<file path="config.mk">
export PLATFORM = sky130hd
export DESIGN_NAME = comment_line_classifier_unit
export DESIGN_NICKNAME = d
export VERILOG_FILES = /design/src/hw/rtl/clc_pkg.sv /design/src/hw/rtl/comment_line_classifier_unit.sv /design/src/hw/rtl/clc_line_scan.sv /design/src/hw/rtl/clc_tally.sv
export SDC_FILE = /design/constraint.sdc
export NUM_CORES = 1
export LEC_CHECK = 0
export BUFFER_PORTS_ARGS = -buffer_cell sky130_fd_sc_hd__buf_2
export CAP_MARGIN = 20
export CORE_MARGIN = 2
export CORE_UTILIZATION = 66
export CTS_BUF_LIST = sky130_fd_sc_hd__clkbuf_2 sky130_fd_sc_hd__clkbuf_4 sky130_fd_sc_hd__clkbuf_8
export DETAILED_ROUTE_END_ITERATION = 16
export PLACE_DENSITY = 0.91
export REMOVE_ABC_BUFFERS = 1
export SLEW_MARGIN = 0
export SYNTH_ARGS = -nofsm -noshare
export SYNTH_HDL_FRONTEND = slang
export SYNTH_SLANG_ARGS = --single-unit
export TNS_END_PERCENT = 30
</file>
<file path="constraint.sdc">
create_clock -name i_clk -period 12 [get_ports i_clk]
set_input_delay 0.6 -clock i_clk [delete_from_list [all_inputs] [get_ports i_clk]]
set_output_delay 0.6 -clock i_clk [all_outputs]
set_load 0.005 [all_outputs]
</file>
<file path="src/hw/rtl/clc_pkg.sv">
// Shared types, character codes and helpers for the comment line classifier.
package clc_pkg;

    // Width of each running total; results carry the low 32 bits.
    localparam int COUNT_BITS = 32;
    localparam int TOTAL_BITS = 32;

    // Character codes
    localparam logic [7:0] CH_TAB   = 8'h09;
    localparam logic [7:0] CH_LF    = 8'h0A;
    localparam logic [7:0] CH_VT    = 8'h0B;
    localparam logic [7:0] CH_FF    = 8'h0C;
    localparam logic [7:0] CH_CR    = 8'h0D;
    localparam logic [7:0] CH_SPACE = 8'h20;
    localparam logic [7:0] CH_BANG  = 8'h21;
    localparam logic [7:0] CH_STAR  = 8'h2A;
    localparam logic [7:0] CH_DASH  = 8'h2D;
    localparam logic [7:0] CH_SLASH = 8'h2F;
    localparam logic [7:0] CH_LT    = 8'h3C;
    localparam logic [7:0] CH_GT    = 8'h3E;

    // Prefix match bits
    localparam int HIT_C    = 0;
    localparam int HIT_HTML = 1;
    localparam int HIT_LINE = 2;

    typedef enum logic [1:0] {
        LK_BLANK   = 2'd0,
        LK_COMMENT = 2'd1,
        LK_CODE    = 2'd2
    } t_line_kind;

    typedef enum logic [1:0] {
        BM_NONE = 2'd0,
        BM_C    = 2'd1,
        BM_HTML = 2'd2
    } t_block_mode;

    typedef struct packed {
        logic [7:0] ch;
        logic       last;
    } t_in_item;

    typedef struct packed {
        t_line_kind            line_kind;
        logic [TOTAL_BITS-1:0] blank_total;
        logic [TOTAL_BITS-1:0] comment_total;
        logic [TOTAL_BITS-1:0] code_total;
        logic                  end_of_text;
    } t_out_item;

    // Line end report from the scanner to the tally
    typedef struct packed {
        logic       valid;
        t_line_kind kind;
        logic       fin;
    } t_line_end;

    typedef struct packed {
        logic [TOTAL_BITS-1:0] blank;
        logic [TOTAL_BITS-1:0] comment;
        logic [TOTAL_BITS-1:0] code;
    } t_totals;

    function automatic logic is_ws(input logic [7:0] c);
        return (c == CH_SPACE) || (c == CH_TAB) || (c == CH_LF) ||
               (c == CH_VT) || (c == CH_FF) || (c == CH_CR);
    endfunction

    // Expected byte of the HTML opener at a given prefix position
    function automatic logic [7:0] html_open_char(input logic [1:0] p);
        logic [7:0] c;
        case (p)
            2'd0: c = CH_LT;
            2'd1: c = CH_BANG;
            default: c = CH_DASH;
        endcase
        return c;
    endfunction

    // Low 32 bits of a total, zero-extended where the total is narrower
    function automatic logic [TOTAL_BITS-1:0] to_total(input logic [COUNT_BITS-1:0] v);
        logic [63:0] w;
        w = 64'(v);
        return w[TOTAL_BITS-1:0];
    endfunction

endpackage

</file>
<file path="src/hw/rtl/comment_line_classifier_unit.sv">
// Top level of the comment line classifier: input register, scanner, tally, result register.
//
// Usage:
//   Input channel (i_in_valid / o_in_stall / i_in_item): one byte of text per
//   item, with a flag on the final byte. Output channel (o_out_valid /
//   i_out_stall / o_out_item): one item for each line that ends, carrying its
//   class (blank, comment, code), the three running totals and an
//   end-of-text flag. Bytes inside a line produce no output item.
//   Throughput: one byte per cycle, sustained, while the output is not stalled.
//   Path: a line-ending byte is taken into the input register, then scanned
//   and tallied into the result register in one short pass of logic.
//   Stall: when the result register holds an item and i_out_stall is high,
//   the whole pipe holds and o_in_stall goes high in the same cycle; a held
//   result never changes.
//   Reset (i_rst_n low at a clock edge): both pipe stages empty, block
//   comment mode and line state cleared, totals zero. The totals then run
//   on across texts until the next reset, saturating at their maximum.
module comment_line_classifier_unit (
    input  logic               i_clk,
    input  logic               i_rst_n,
    input  logic               i_in_valid,
    output logic               o_in_stall,
    input  clc_pkg::t_in_item  i_in_item,
    output logic               o_out_valid,
    input  logic               i_out_stall,
    output clc_pkg::t_out_item o_out_item
);
    import clc_pkg::*;

    logic      advance;
    logic      scan_en;
    logic      r_in_valid;
    t_in_item  r_in_item;
    logic      r_out_valid;
    t_out_item r_out_item;
    t_line_end line_end;
    t_totals   totals;

    // Pipe moves unless a finished result is held by the receiver
    assign advance    = !(r_out_valid && i_out_stall);
    assign o_in_stall = !advance;
    assign scan_en    = advance && r_in_valid;

    // Input register
    always_ff @(posedge i_clk) begin
        if (!i_rst_n) begin
            r_in_valid <= 1'b0;
        end else if (advance) begin
            r_in_valid <= i_in_valid;
        end
    end

    always_ff @(posedge i_clk) begin
        if (advance && i_in_valid) begin
            r_in_item <= i_in_item;
        end
    end

    clc_line_scan u_scan (
        .i_clk      (i_clk),
        .i_rst_n    (i_rst_n),
        .i_en       (scan_en),
        .i_item     (r_in_item),
        .o_line_end (line_end)
    );

    clc_tally u_tally (
        .i_clk      (i_clk),
        .i_rst_n    (i_rst_n),
        .i_en       (scan_en),
        .i_line_end (line_end),
        .o_totals   (totals)
    );

    // Result register
    always_ff @(posedge i_clk) begin
        if (!i_rst_n) begin
            r_out_valid <= 1'b0;
        end else if (advance) begin
            r_out_valid <= r_in_valid && line_end.valid;
        end
    end

    always_ff @(posedge i_clk) begin
        if (scan_en && line_end.valid) begin
            r_out_item.line_kind     <= line_end.kind;
            r_out_item.blank_total   <= totals.blank;
            r_out_item.comment_total <= totals.comment;
            r_out_item.code_total    <= totals.code;
            r_out_item.end_of_text   <= line_end.fin;
        end
    end

    assign o_out_valid = r_out_valid;
    assign o_out_item  = r_out_item;

endmodule

</file>
<file path="src/hw/rtl/clc_line_scan.sv">
// Per-byte line scanner: prefix match, end markers, block mode and line class.
module clc_line_scan (
    input  logic                i_clk,
    input  logic                i_rst_n,
    input  logic                i_en,
    input  clc_pkg::t_in_item   i_item,
    output clc_pkg::t_line_end  o_line_end
);
    import clc_pkg::*;

    t_block_mode r_block_mode, n_block_mode;
    logic        r_seen, n_seen;
    logic [2:0]  r_pos, n_pos;
    logic [2:0]  r_hits, n_hits;
    logic        r_star, n_star;
    logic [1:0]  r_dash, n_dash;
    logic        r_c_end, n_c_end;
    logic        r_c_tail, n_c_tail;
    logic        r_h_end, n_h_end;
    logic        r_h_tail, n_h_tail;

    // Scan the byte into the line state, then close the line if it ends here
    always_comb begin
        logic [7:0] c;
        logic       ws;
        logic       ends;
        t_line_kind kind;

        c    = i_item.ch;
        ws   = is_ws(c);
        ends = (c == CH_LF) || i_item.last;
        kind = LK_CODE;

        n_block_mode = r_block_mode;
        n_seen   = r_seen;
        n_pos    = r_pos;
        n_hits   = r_hits;
        n_star   = r_star;
        n_dash   = r_dash;
        n_c_end  = r_c_end;
        n_c_tail = r_c_tail;
        n_h_end  = r_h_end;
        n_h_tail = r_h_tail;

        if (c != CH_LF) begin
            // first text byte restarts prefix matching
            if (!ws && !r_seen) begin
                n_seen = 1'b1;
                n_hits = 3'b111;
                n_pos  = 3'd0;
            end
            if (n_seen && (n_pos < 3'd4)) begin
                if ((n_pos < 3'd2) && (c != (n_pos[0] ? CH_STAR : CH_SLASH)))
                    n_hits[HIT_C] = 1'b0;
                if (c != html_open_char(n_pos[1:0]))
                    n_hits[HIT_HTML] = 1'b0;
                if ((n_pos < 3'd2) && (c != CH_SLASH))
                    n_hits[HIT_LINE] = 1'b0;
                n_pos = n_pos + 3'd1;
            end

            // C end marker and text after it
            if ((c == CH_SLASH) && r_star && !r_c_end)
                n_c_end = 1'b1;
            else if (r_c_end && !ws)
                n_c_tail = 1'b1;

            // HTML end marker and text after it
            if ((c == CH_GT) && (r_dash == 2'd2) && !r_h_end)
                n_h_end = 1'b1;
            else if (r_h_end && !ws)
                n_h_tail = 1'b1;

            n_star = (c == CH_STAR);
            if (c == CH_DASH)
                n_dash = (r_dash == 2'd2) ? 2'd2 : r_dash + 2'd1;
            else
                n_dash = 2'd0;
        end

        if (ends) begin
            // classify from the scanned state
            if (!n_seen) begin
                kind = LK_BLANK;
            end else begin
                case (r_block_mode)
                    BM_C: begin
                        kind = (n_c_end && n_c_tail) ? LK_CODE : LK_COMMENT;
                        if (n_c_end)
                            n_block_mode = BM_NONE;
                    end
                    BM_HTML: begin
                        kind = (n_h_end && n_h_tail) ? LK_CODE : LK_COMMENT;
                        if (n_h_end)
                            n_block_mode = BM_NONE;
                    end
                    default: begin
                        n_block_mode = BM_NONE;
                        if (n_hits[HIT_C] && (n_pos >= 3'd2)) begin
                            if (!n_c_end) begin
                                kind = LK_COMMENT;
                                n_block_mode = BM_C;
                            end else begin
                                kind = n_c_tail ? LK_CODE : LK_COMMENT;
                            end
                        end else if (n_hits[HIT_HTML] && (n_pos >= 3'd4)) begin
                            if (!n_h_end) begin
                                kind = LK_COMMENT;
                                n_block_mode = BM_HTML;
                            end else begin
                                kind = n_h_tail ? LK_CODE : LK_COMMENT;
                            end
                        end else if (n_hits[HIT_LINE] && (n_pos >= 3'd2)) begin
                            kind = LK_COMMENT;
                        end else begin
                            kind = LK_CODE;
                        end
                    end
                endcase
            end
            if (i_item.last)
                n_block_mode = BM_NONE;

            // fresh line
            n_seen   = 1'b0;
            n_pos    = 3'd0;
            n_hits   = 3'd0;
            n_star   = 1'b0;
            n_dash   = 2'd0;
            n_c_end  = 1'b0;
            n_c_tail = 1'b0;
            n_h_end  = 1'b0;
            n_h_tail = 1'b0;
        end

        o_line_end.valid = ends;
        o_line_end.kind  = kind;
        o_line_end.fin   = i_item.last;
    end

    // Line state registers
    always_ff @(posedge i_clk) begin
        if (!i_rst_n) begin
            r_block_mode <= BM_NONE;
            r_seen   <= 1'b0;
            r_pos    <= 3'd0;
            r_hits   <= 3'd0;
            r_star   <= 1'b0;
            r_dash   <= 2'd0;
            r_c_end  <= 1'b0;
            r_c_tail <= 1'b0;
            r_h_end  <= 1'b0;
            r_h_tail <= 1'b0;
        end else if (i_en) begin
            r_block_mode <= n_block_mode;
            r_seen   <= n_seen;
            r_pos    <= n_pos;
            r_hits   <= n_hits;
            r_star   <= n_star;
            r_dash   <= n_dash;
            r_c_end  <= n_c_end;
            r_c_tail <= n_c_tail;
            r_h_end  <= n_h_end;
            r_h_tail <= n_h_tail;
        end
    end

endmodule

</file>
<file path="src/hw/rtl/clc_tally.sv">
// Three saturating line totals, bumped by the class of each ended line.
module clc_tally (
    input  logic                i_clk,
    input  logic                i_rst_n,
    input  logic                i_en,
    input  clc_pkg::t_line_end  i_line_end,
    output clc_pkg::t_totals    o_totals
);
    import clc_pkg::*;

    localparam logic [COUNT_BITS-1:0] COUNT_MAX = '1;

    logic [COUNT_BITS-1:0] r_blank, n_blank;
    logic [COUNT_BITS-1:0] r_comment, n_comment;
    logic [COUNT_BITS-1:0] r_code, n_code;

    // Next totals, including the line that ends now
    always_comb begin
        n_blank   = r_blank;
        n_comment = r_comment;
        n_code    = r_code;
        if (i_line_end.valid) begin
            case (i_line_end.kind)
                LK_BLANK:   n_blank   = (r_blank == COUNT_MAX) ? r_blank : r_blank + 1'b1;
                LK_COMMENT: n_comment = (r_comment == COUNT_MAX) ? r_comment
                                                                 : r_comment + 1'b1;
                default:    n_code    = (r_code == COUNT_MAX) ? r_code : r_code + 1'b1;
            endcase
        end
        o_totals.blank   = to_total(n_blank);
        o_totals.comment = to_total(n_comment);
        o_totals.code    = to_total(n_code);
    end

    always_ff @(posedge i_clk) begin
        if (!i_rst_n) begin
            r_blank   <= '0;
            r_comment <= '0;
            r_code    <= '0;
        end else if (i_en) begin
            r_blank   <= n_blank;
            r_comment <= n_comment;
            r_code    <= n_code;
        end
    end

endmodule
</file>
==> summary.txt <==
Timing
  – Final setup margin: 6.52 ns
  – Max-slew violations: 0
  – Hold_ws: 0.251 ns
  – Peak Freq: 0.183 GHz
  – Slew of the pin with the lowest slew margin: 0.854 ns
  – RSZ-0062 raised after global routing: false
  – Slew HR: 43.1%
  – Worst Clk Skew: 0.0239 ns
  – Min Tclk post-route: between 5 and 6 ns
  – Final setup fails: 0
  – Final critical-path share of the clock period: 45.6%
  – Fin Setup TNS: 0 ns
  – Hold Violations, Final: 0

Yosys
  – Synth Instances: between 1,000 and 1,500
  – Post-synthesis register bit count: around 220
  – Post-synth top area share: 29.7%
  – Ys async rst share: 0%
  – Ys Warns: 0
  – Cell variety after synth: between 70 and 80
  – Leading area contributor after synthesis: edfxtp_1
  – EDFF count, synth: ~110
  – Syn Std Cell Area: 0.0109 mm2
  – Synth Flop Type: dfxtp_1
  – Synth top area cells: edfxtp_1, dfxtp_1, xnor2_1
  – Syn Area/Cell: 9.64 um2
  – Post-synthesis sequential area ratio: 50.6%

Global routing
  – Total GRT Usage: 26.3%
  – Number of antenna violations at the first check in global routing: 0
  – GRT overflow: 0
  – Pin count of the biggest net entering global routing: between 60 and 70
  – First-pass GRT wire length: about 38,000 um
  – Number of global-route vias before repair: 8,168

Final layout
  – Fillers: 1,119
  – Layout Cells excl Fill: about 1,500
  – # diodes: 0
  – Sequential cell area: 0.00553 mm2
  – Commonest non-fill, non-tap cell in the layout: nand2_1
  – # nets final: roughly 1,300
  – Final Cell Area: 0.0123 mm2
  – Layout area overhead: 12.6%
  – Most frequent cells in the layout: nand2_1, dfxtp_1, buf_2
  – Layout cells sized above 1: 16.4%
  – Area of the multi-input gates: between 0.005 and 0.006 mm2
  – Final core occ: 75.1%

Placed design
  – Port buffer count: 113
  – Final GP Congestion: 0.909
  – Dpl cells: 1,411
  – Hpwl dp: 15,400 um
  – Dpl cell area: 0.0116 mm2
  – Dpl ws: around 6.6 ns

Drt
  – DRC violations left: 0
  – Met3 WL: 1630 um
  – First-pass DRT Iterations: 5
  – Vias per cell: 5.98
  – Initial DRC Count: 826
  – WL per Instance: 16.0 um
  – Total wire length: around 24,000 um
  – ANT nets after route: 0
  – M1 WL: a little under 10,000 um
  – DR top layer: met4
  – Met2 WL post-DR: 11,500 um
  – Via count: between 8,000 and 9,000

Floorplan
  – Num ports: 114
  – Die W: 133 um
  – Row cnt: 47
  – Die span in y: 133 um
  – Initial cell density of the core: 66.7%
  – Core Area: 0.0163 mm2
  – Die footprint: 0.0176 mm2

Power
  – Worst VDD drop: 0.0936 mV
  – P_leak: 4.24 nW
  – Overall power: 1.53 mW
  – PwrDens: around 120 mW/mm2

Run status
  – Status: finished clean

Setup path
  – Worst endpoint data arrival time: 5.94 ns
  – Crit start category: flip-flop
  – Critical path peak fanout: 44
  – Worst Path Required: 12.46 ns
  – Setup CP Type: flip-flop to flip-flop
  – Critical Path Sink Type: flip-flop

Worst hold path
  – Worst min path class: input port to flip-flop

Clock tree
  – CTS root buffer: clkbuf_8
  – CTS tree: yes
  – # resized after CTS: 0
  – Clk buf depth: 3
  – Post-CTS Setup Bufs: 0
  – Hold-fix buffers, CTS: 0
  – Worst-Skew Late Latency: 0.53 ns
  – CTS sink count: roughly 220
  – Worst-path clk slew: 0.06 ns
  – H-Tree Depth: 2
  – Clock buffer count from CTS: 35

Flow run
  – Max-cap violations: 0
## registers in the layout, summed over array words and instances, names as in the netlist
register	count
u_tally.r_comment	32
r_in_item	9
u_scan.r_h_tail	1
u_scan.r_seen	1
u_tally.r_blank	32
u_scan.r_c_end	1
u_scan.r_hits	3
u_scan.r_star	1
u_scan.r_h_end	1
u_scan.r_c_tail	1
o_out_valid	1
u_tally.r_code	32
u_scan.r_dash	2
r_in_valid	1
u_scan.r_block_mode	2
o_out_item	99
u_scan.r_pos	3
## path summary, 6_finish.rpt
check	end	slack, ns	cells past startpoint	startpoint
worst max-delay path	u_tally.r_comment[9]	6.52	16	r_in_item[5]
worst min-delay path	r_in_item[3]	0.25	1	i_in_item[3]
worst max register to register	u_tally.r_comment[9]	6.52	16	r_in_item[5]
worst min register to register	u_scan.r_star	0.47	2	u_scan.r_star
## synth_stat cells (7+ instances only)
cell	count
a21oi_1	53
and2_1	10
and3_1	26
clkbuf_1	51
dfxtp_1	114
edfxtp_1	108
ha_1	11
inv_1	24
mux2i_1	13
nand2_1	136
nand2b_1	17
nand3_1	56
nand4_1	25
nor2_1	111
nor3_1	36
nor4_1	30
o211ai_1	7
o21ai_0	25
o21bai_1	7
o31ai_1	8
o41ai_1	7
or3_1	30
or4_1	15
xnor2_1	71
xor2_1	58
## layer usage
| layer | vias up | global-route usage [%] |
|---|---|---|
| met5 | - | 0 |
| met4 | 0 | 10.5 |
| met3 | 65 | 4.87 |
| met2 | 365 | 43.2 |
| met1 | 4152 | 34.9 |
| li1 | 4227 | - |
## worst max-delay path, cell delays in order (launching register included)
cell and delay (ns):
edfxtp_1 0.50, nor4_4 0.43, nand4_1 0.34, nand2_1 0.17, and2_1 0.16, inv_1 0.08, ha_1 0.21, xor2_1 0.13
or3_1 0.29, or4_1 0.46, a2bb2oi_2 0.22, mux2i_1 0.24, o32ai_2 0.11, and4bb_2 0.88, nand2_1 0.54, or4_1 0.56
nand2_1 0.08
## cells by family (layout without fill, tap and decap cells)
group,after synthesis,in the layout,synth area share [%]
AND/OR/NAND/NOR,525,525,24.5
flip-flops,222,222,50.6
AO/OA/AOI/OAI,142,142,8.40
XOR/XNOR,130,130,10.5
buffers and inverters,87,209,3.15
multiplexers,15,15,1.50
adder cells (fa/ha/maj),11,11,1.26
## final cells by class
type	instances	area share [%]
Sequential cell	222	45.0
Multi-Input combinational cell	823	41.0
Clock buffer	53	5.22
Timing Repair Buffer	122	5.15
Tap cell	220	2.24
Inverter	24	0.754
Clock inverter	10	0.631
## power breakdown
group	total (mW)	switching (mW)	internal, mW
registers	0.817	0.00855	0.808
logic	0.0634	0.0427	0.0207
clock network	0.654	0.289	0.365
total	1.53	0.340	1.19
No activity file was read; power rests on OpenSTA's default activity.
